## src/rtl/fbfs_pkg.sv

```systemverilog
`timescale 1ns / 1ps
// ----------------------------------------------------------------------------
// fbfs_pkg: shared types and constants of the free block fit search
// Holds the fit policy codes, the register and mode codes, the field widths
// and the small structs that pass between the search cells.
// ----------------------------------------------------------------------------
package fbfs_pkg;

	localparam int SLOT_W       = 4;
	localparam int BLOCK_SIZE_W = 32;
	localparam int ID_W         = 16;
	localparam int LEN_W        = 5;
	localparam int POLICY_W     = 2;
	localparam int CFG_DATA_W   = 5;
	localparam int CFG_INDEX_W  = 1;
	localparam int IN_TDATA_W   = 88;
	localparam int OUT_TDATA_W  = 16;

	typedef enum logic [POLICY_W-1:0] {
		FIT_FIRST = 2'd0,
		FIT_BEST  = 2'd1,
		FIT_WORST = 2'd2,
		FIT_NONE  = 2'd3
	} fit_policy_t;

	localparam logic [CFG_INDEX_W-1:0] REG_FIT_POLICY  = 1'b0;
	localparam logic [CFG_INDEX_W-1:0] REG_LIST_LENGTH = 1'b1;

	localparam logic MODE_WRITE = 1'b0;
	localparam logic MODE_QUERY = 1'b1;

	typedef struct packed {
		fit_policy_t            policy;
		logic [LEN_W-1:0]       list_length;
	} fbfs_cfg_t;

	typedef struct packed {
		logic vld;
		logic have;
	} cand_ctl_t;

endpackage

```

## src/rtl/fbfs_cell.sv

```systemverilog
`timescale 1ns / 1ps
// ----------------------------------------------------------------------------
// fbfs_cell: one table entry and one step of the fit search
// Stores the size and id of one free block and updates the candidate that
// passes through it, handing the result on to the next cell each cycle that the row advances.
// ----------------------------------------------------------------------------
module fbfs_cell import fbfs_pkg::*; #(
	parameter int SIZE_BITS  = 32,
	parameter int CELL_INDEX = 0
) (
	input  logic                 clk,
	input  logic                 arst_n,
	input  logic                 adv,
	input  fbfs_cfg_t            cfg,
	input  logic                 wr_en,
	input  logic [SIZE_BITS-1:0] wr_size,
	input  logic [ID_W-1:0]      wr_id,
	input  cand_ctl_t            in_ctl,
	input  logic [SIZE_BITS-1:0] in_keep,
	input  logic [ID_W-1:0]      in_pick,
	input  logic [SIZE_BITS-1:0] in_req,
	output cand_ctl_t            out_ctl,
	output logic [SIZE_BITS-1:0] out_keep,
	output logic [ID_W-1:0]      out_pick,
	output logic [SIZE_BITS-1:0] out_req
);

	logic [SIZE_BITS-1:0] size_q;
	logic [ID_W-1:0]      id_q;
	cand_ctl_t            ctl_q;
	logic [SIZE_BITS-1:0] keep_q;
	logic [ID_W-1:0]      pick_q;
	logic [SIZE_BITS-1:0] req_q;
	logic                 in_list;
	logic                 fits;
	logic                 take;

	always_ff @(posedge clk) begin
		if (wr_en) begin
			size_q <= wr_size;
			id_q   <= wr_id;
		end
	end

	assign in_list = 32'(cfg.list_length) > 32'(CELL_INDEX);
	assign fits    = size_q >= in_req;

	always_comb begin
		take = 1'b0;
		if (in_list) begin
			unique case (cfg.policy)
				FIT_FIRST: take = fits && !in_ctl.have;
				FIT_BEST:  take = fits && (!in_ctl.have || size_q < in_keep);
				FIT_WORST: take = fits && size_q > in_keep;
				FIT_NONE:  take = 1'b0;
				default:   take = 1'b0;
			endcase
		end
	end

	always_ff @(posedge clk or negedge arst_n) begin
		if (!arst_n) begin
			ctl_q <= '0;
		end else if (adv) begin
			ctl_q.vld  <= in_ctl.vld;
			ctl_q.have <= in_ctl.have || take;
		end
	end

	always_ff @(posedge clk) begin
		if (adv) begin
			keep_q <= take ? size_q : in_keep;
			pick_q <= take ? id_q : in_pick;
			req_q  <= in_req;
		end
	end

	assign out_ctl  = ctl_q;
	assign out_keep = keep_q;
	assign out_pick = pick_q;
	assign out_req  = req_q;

endmodule

```

## src/rtl/free_block_fit_search.sv

```systemverilog
`timescale 1ns / 1ps
// ----------------------------------------------------------------------------
// free_block_fit_search: first, best and worst fit search over a block table
// A row of cells holds the table of free blocks; a query walks the row and
// returns the id of the block chosen by the configured policy.
// ----------------------------------------------------------------------------
// Usage: input transactions arrive on s_tvalid/s_tready. With s_tuser low a
// transaction writes one table slot and gives no result; with s_tuser high it
// is a query that gives exactly one result on m_tvalid/m_tready, with the
// found flag on m_tuser and the chosen id on m_tdata.
// The configuration channel writes the fit policy (index 0) and the list
// length (index 1); it is always ready. The user must write it only while
// idle; the block does not enforce this. A query passes through all
// TABLE_DEPTH cells, one cell per cycle while the row advances, and its
// result is loaded into the output register as it leaves the last cell;
// no new transaction is taken until that load. Every query walks the
// whole cell row, whatever the list length.
// The result waits in an output register while the receiver stalls; the next
// query may run meanwhile and then holds in the last cell until the output
// register frees. Reset clears the policy, the list length and all control
// state; table entries hold nothing defined until written.
// ----------------------------------------------------------------------------
module free_block_fit_search import fbfs_pkg::*; #(
	parameter int TABLE_DEPTH = 16,
	parameter int SIZE_BITS   = 32
) (
	input  logic                   clk,
	input  logic                   arst_n,
	input  logic                   s_tvalid,
	output logic                   s_tready,
	// slot [3:0], block_size [35:4], block_id [51:36], request_size [83:52]
	input  logic [IN_TDATA_W-1:0]  s_tdata,
	// mode [0]
	input  logic                   s_tuser,
	output logic                   m_tvalid,
	input  logic                   m_tready,
	// chosen_id [15:0]
	output logic [OUT_TDATA_W-1:0] m_tdata,
	// found [0]
	output logic                   m_tuser,
	input  logic                   cfg_valid,
	output logic                   cfg_ready,
	input  logic [CFG_INDEX_W-1:0] cfg_index,
	input  logic [CFG_DATA_W-1:0]  cfg_data
);

	logic [SLOT_W-1:0]       in_slot;
	logic [BLOCK_SIZE_W-1:0] in_block_size;
	logic [ID_W-1:0]         in_block_id;
	logic [BLOCK_SIZE_W-1:0] in_request_size;

	fbfs_cfg_t            cfg_q;
	logic                 busy_q;
	logic                 m_tvalid_q;
	logic                 found_q;
	logic [ID_W-1:0]      chosen_id_q;

	logic                 in_acc;
	logic                 wr_acc;
	logic                 qry_acc;
	logic                 adv;
	logic                 load;
	logic [SIZE_BITS-1:0] wr_size;

	cand_ctl_t            ctl_c  [TABLE_DEPTH+1];
	logic [SIZE_BITS-1:0] keep_c [TABLE_DEPTH+1];
	logic [ID_W-1:0]      pick_c [TABLE_DEPTH+1];
	logic [SIZE_BITS-1:0] req_c  [TABLE_DEPTH+1];
	logic [TABLE_DEPTH-1:0] vld_vec;

	assign in_slot         = s_tdata[3:0];
	assign in_block_size   = s_tdata[35:4];
	assign in_block_id     = s_tdata[51:36];
	assign in_request_size = s_tdata[83:52];

	assign s_tready  = !busy_q;
	assign in_acc    = s_tvalid && s_tready;
	assign wr_acc    = in_acc && (s_tuser == MODE_WRITE);
	assign qry_acc   = in_acc && (s_tuser == MODE_QUERY);
	assign wr_size   = SIZE_BITS'(in_block_size);
	assign cfg_ready = 1'b1;

	always_ff @(posedge clk or negedge arst_n) begin
		if (!arst_n) begin
			cfg_q.policy      <= FIT_FIRST;
			cfg_q.list_length <= '0;
		end else if (cfg_valid && cfg_ready) begin
			unique case (cfg_index)
				REG_FIT_POLICY:  cfg_q.policy      <= fit_policy_t'(cfg_data[POLICY_W-1:0]);
				REG_LIST_LENGTH: cfg_q.list_length <= cfg_data[LEN_W-1:0];
				default: ;
			endcase
		end
	end

	assign ctl_c[0].vld  = qry_acc;
	assign ctl_c[0].have = 1'b0;
	assign keep_c[0]     = '0;
	assign pick_c[0]     = '0;
	assign req_c[0]      = SIZE_BITS'(in_request_size);

	for (genvar i = 0; i < TABLE_DEPTH; i++) begin : g_cell
		fbfs_cell #(
			.SIZE_BITS  (SIZE_BITS),
			.CELL_INDEX (i)
		) u_cell (
			.clk      (clk),
			.arst_n   (arst_n),
			.adv      (adv),
			.cfg      (cfg_q),
			.wr_en    (wr_acc && (32'(in_slot) == 32'(i))),
			.wr_size  (wr_size),
			.wr_id    (in_block_id),
			.in_ctl   (ctl_c[i]),
			.in_keep  (keep_c[i]),
			.in_pick  (pick_c[i]),
			.in_req   (req_c[i]),
			.out_ctl  (ctl_c[i+1]),
			.out_keep (keep_c[i+1]),
			.out_pick (pick_c[i+1]),
			.out_req  (req_c[i+1])
		);
		assign vld_vec[i] = ctl_c[i+1].vld;
	end

	assign load = ctl_c[TABLE_DEPTH].vld && (!m_tvalid_q || m_tready);
	assign adv  = !ctl_c[TABLE_DEPTH].vld || load;

	always_ff @(posedge clk or negedge arst_n) begin
		if (!arst_n) begin
			busy_q     <= 1'b0;
			m_tvalid_q <= 1'b0;
		end else begin
			if (qry_acc) begin
				busy_q <= 1'b1;
			end else if (load) begin
				busy_q <= 1'b0;
			end
			if (load) begin
				m_tvalid_q <= 1'b1;
			end else if (m_tready) begin
				m_tvalid_q <= 1'b0;
			end
		end
	end

	always_ff @(posedge clk) begin
		if (load) begin
			found_q     <= ctl_c[TABLE_DEPTH].have;
			chosen_id_q <= pick_c[TABLE_DEPTH];
		end
	end

	assign m_tvalid = m_tvalid_q;
	assign m_tuser  = found_q;
	assign m_tdata  = chosen_id_q;

`ifndef SYNTHESIS
	a_one_query: assert property (@(posedge clk) disable iff (!arst_n)
		$countones(vld_vec) <= 1)
		else $error("more than one query in the cell row");

	a_query_busy: assert property (@(posedge clk) disable iff (!arst_n)
		(vld_vec != '0) |-> busy_q)
		else $error("query in the cell row while not busy");

	a_row_empty_on_accept: assert property (@(posedge clk) disable iff (!arst_n)
		qry_acc |-> (vld_vec == '0))
		else $error("query accepted while the cell row is occupied");

	a_result_from_row: assert property (@(posedge clk) disable iff (!arst_n)
		$rose(m_tvalid_q) |-> $past(ctl_c[TABLE_DEPTH].vld))
		else $error("result raised without a query leaving the cell row");
`endif

endmodule

```

## config.mk

```make
export PLATFORM = sky130hd
export DESIGN_NAME = free_block_fit_search
export DESIGN_NICKNAME = d
export VERILOG_FILES = /design/src/rtl/fbfs_pkg.sv /design/src/rtl/fbfs_cell.sv /design/src/rtl/free_block_fit_search.sv
export SDC_FILE = /design/constraint.sdc
export NUM_CORES = 2
export LEC_CHECK = 0
export BUFFER_PORTS_ARGS = -buffer_cell sky130_fd_sc_hd__buf_2
export CAP_MARGIN = 20
export CORE_UTILIZATION = 30
export DETAILED_ROUTE_END_ITERATION = 8
export GPL_TIMING_DRIVEN = 0
export REMOVE_ABC_BUFFERS = 1
export SLEW_MARGIN = 25
export SYNTH_ARGS = -nofsm -noshare
export SYNTH_HDL_FRONTEND = slang
export SYNTH_SLANG_ARGS = --single-unit
```

## constraint.sdc

```tcl
create_clock -name clk -period 69.8 [get_ports clk]
set_input_delay 3.49 -clock clk [delete_from_list [all_inputs] [get_ports clk]]
set_output_delay 3.49 -clock clk [all_outputs]
set_load 0.1 [all_outputs]
```

==> results.md <==
* Status: finished clean
* Distinct cells, synth at 73
* Global-route wire length before repair at 318000 um
* WL/cell at 18.1 um
* GR Util All Layers at 12.6%
* Worst-Margin Slew at 1.09 ns
* Total power draw at 3.37 mW
* Num CTS Buffers at 212
* Cell area after synthesis at 95600 sq um
* TritonCTS clock tree: built
* Vias per Instance at 4.64
* Syn. warnings at 0
* Vias at 52600
* Clock Latency Late Sink at 0.85 ns
* Die Wd at 567 um
* CTS Hold Bufs at 0
* Final instance area at 110000 sq um
* Max Clk Rate at 156 MHz
* # fillers at 29900
* Min Clock Period, post-route at 6.42 ns
* Setup crit end kind: register
* Startpoint type of the worst setup path: input port
* First drt pass iteration count at 5
* Top FF cell, synth: edfxtp_1
* Vias in the first global route at 55300
* CP Cell Sequence: buf_2 -> nand2b_1 -> nor2_4 -> clkinv_4 -> buf_16 -> buf_16 -> buf_16 -> buf_16 -> buf_16
* Syn Area/Cell at 14.4 sq um
* Fin crit share at 9.20%
* Post-CTS Setup Bufs at 0
* # resized after CTS at 0
* Drt initial violations at 3079
* Clock slew seen by the registers of the worst setup and hold paths at 0.06 ns
* PortBufs at 114
* Worst-case clock buffer depth at 3
* Final TNS setup at 0 ns
* Post-route ant nets at 0
* Final Core Density at 34.9%
* Std cell rows at 206
* FFs w/ async S/R, synth at 2.01%
* Critical-path maximum fanout at 79
* CTS sink count at 2042
* Area leader, netlist: edfxtp_1
* Leak at 44.6 nW
* Initial Utilization at 30.3%
* GR Overflow Total at 0
* Largest net degree at the start of global routing at 85
* Total of max-cap violations at 0
* Final Max Tran Viols at 0
* Initial antenna violation count at 26
* Final hold violation count at 0
* PD cells at 30.5 nW/um^2
* Max-Slew Margin vs Limit at 25.8%
* Routability cong. at 0.957
* Commonest non-fill, non-tap cell in the layout: edfxtp_1
* Critical Path AT at 6.97 ns
* Worst Path Required at 70.35 ns
* Syn-to-layout area delta at 15.4%
* Top cell type's share of synthesized area at 62.8%
* Most frequent CP cell: buf_16
* Layout cells sized above 1 at 16.7%
* Skew final at 0.0594 ns
* Synth Instances at 6633
* Ports at 120
* CTS H-Tree Depth at 4
* Tightest Hold Check Type: register to register
* RSZ-0062 raised after global routing: no
* Register area share after synthesis at 63.9%
* Largest stage delay on the critical path at 0.80 ns
* Post-route DRC at 0
* DPL Wire Length at 158000 um
* Seq cells post-synth at 2042
* Die H at 567 um
* Commonest non-fill, non-tap cells in the layout: edfxtp_1 (2001), inv_1 (1006), ha_1 (994), mux2_2 (609), a21oi_1 (336)
* Routed WL at 205000 um
* NumNets Final at 8067
* Die area at 321000 sq um
* Root Driver: clkbuf_16
* Critical-path cell with the highest stage delay: nor2_4
* Final setup vio count at 0
* Critical path type: input port to register
* Max IR drop VDD at 0.0223 mV
* EDFF count, synth at 2001
* Area post-placement at 103000 sq um
* Core area at 316000 sq um
* Main area contributors after synthesis: edfxtp_1 (63%), ha_1 (13%), mux2_2 (7.2%)
-- routing by layer --
metal	wire length (um)	vias up	global-route usage, %
met5	55	-	0
met4	9550	8	5.87
met3	8390	494	2.09
met2	96400	1115	21.3
met1	90900	25600	15.8
li1	-	25400	-
-- layout make-up --
cell class                 instances  area, sq um  share of cell area, %
antenna                            9         22.5                 0.0204
clock buffer                     267         5580                   5.06
clock inverter                   125         1650                   1.49
inverter                        1009         3790                   3.44
multi-input combinational       3481        30400                   27.6
sequential                      2042        61100                   55.4
tap                             4160         5200                   4.72
timing repair buffer             226         2480                   2.25
-- final timing paths --
path,start,slack [ns],cells after the start,to
min,g_cell[15].u_cell.out_pick[10],0.42,0,m_tdata[10]
max in group asynchronous,arst_n,66.56,1,g_cell[8].u_cell.out_ctl[0]
max,m_tready,63.38,9,g_cell[14].u_cell.out_req[4]
min in group asynchronous,arst_n,2.70,1,g_cell[14].u_cell.out_ctl[0]
max reg2reg,cfg_q[5],64.91,9,g_cell[1].u_cell.out_keep[27]
min reg2reg,g_cell[15].u_cell.out_pick[10],0.42,0,m_tdata[10]
-- synth_stat cells, types with 6 or more instances --
master     instances
a2111o_1           6
a2111oi_0         19
a211o_1            9
a211oi_1          38
a211oi_2           6
a21boi_0          18
a21o_1           113
a21oi_1          336
a221o_1           18
a221oi_1          24
a22o_1             7
a31oi_1           26
a41o_1             6
and3_1            13
and4_1            19
buf_2             48
buf_4             20
clkbuf_1          26
dfrtp_1           41
edfxtp_1        2001
ha_1             995
inv_1           1006
mux2_1            54
mux2_2           609
nand2_1          328
nand2b_1          24
nand3_1           93
nand4_1          152
nor2_1           155
nor2b_1           18
nor3_1            38
nor4_1            34
o211ai_1          37
o21a_1            12
o21ai_0          168
o31a_1             9
or3_1             12
or4_1             15
-- stage by stage --
step / cells / setup WS (ns) / hold slack [ns]
floorplan: 6532 / 33.39 / 0.400
global placement: 10800 / 24.30 / 0.403
detailed placement: 10900 / 62.42 / 0.405
CTS: 11300 / 63.36 / 0.419
global route: 11300 / 63.20 / 0.425
finish: 11300 / 63.38 / 0.417
-- cells by family after synthesis --
logic type / synth area share, %
DFF: 63.9
buffers and inverters: 4.51
adders and majority gates: 13.0
and+or+nand+nor: 4.71
AOI/OAI and AO/OA: 6.01
muxes: 7.82
other: 0.00392
-- where the power goes --
part | total (mW) | switching [mW] | internal [mW]
clock network | 1.16 | 0.473 | 0.687
logic | 0.551 | 0.284 | 0.267
registers | 1.66 | 0.0813 | 1.58
total | 3.37 | 0.838 | 2.53
-- worst max-delay path, delay by kind of cell --
kind | cells | cell delay [ns]
buf+inv | 7 | 1.95
simple gates | 2 | 1.31
-- sequential cells by signal, indices dropped and copies added (netlist names) --
signal and cells:
busy_q 1, cfg_q 7, g_cell.u_cell.id_q 256, g_cell.u_cell.out_ctl 32, g_cell.u_cell.out_keep 480, g_cell.u_cell.out_pick 256, g_cell.u_cell.out_req 480, g_cell.u_cell.size_q 512
m_tdata 16, m_tuser 1, m_tvalid 1
No activity file was read; power rests on OpenSTA's default activity.
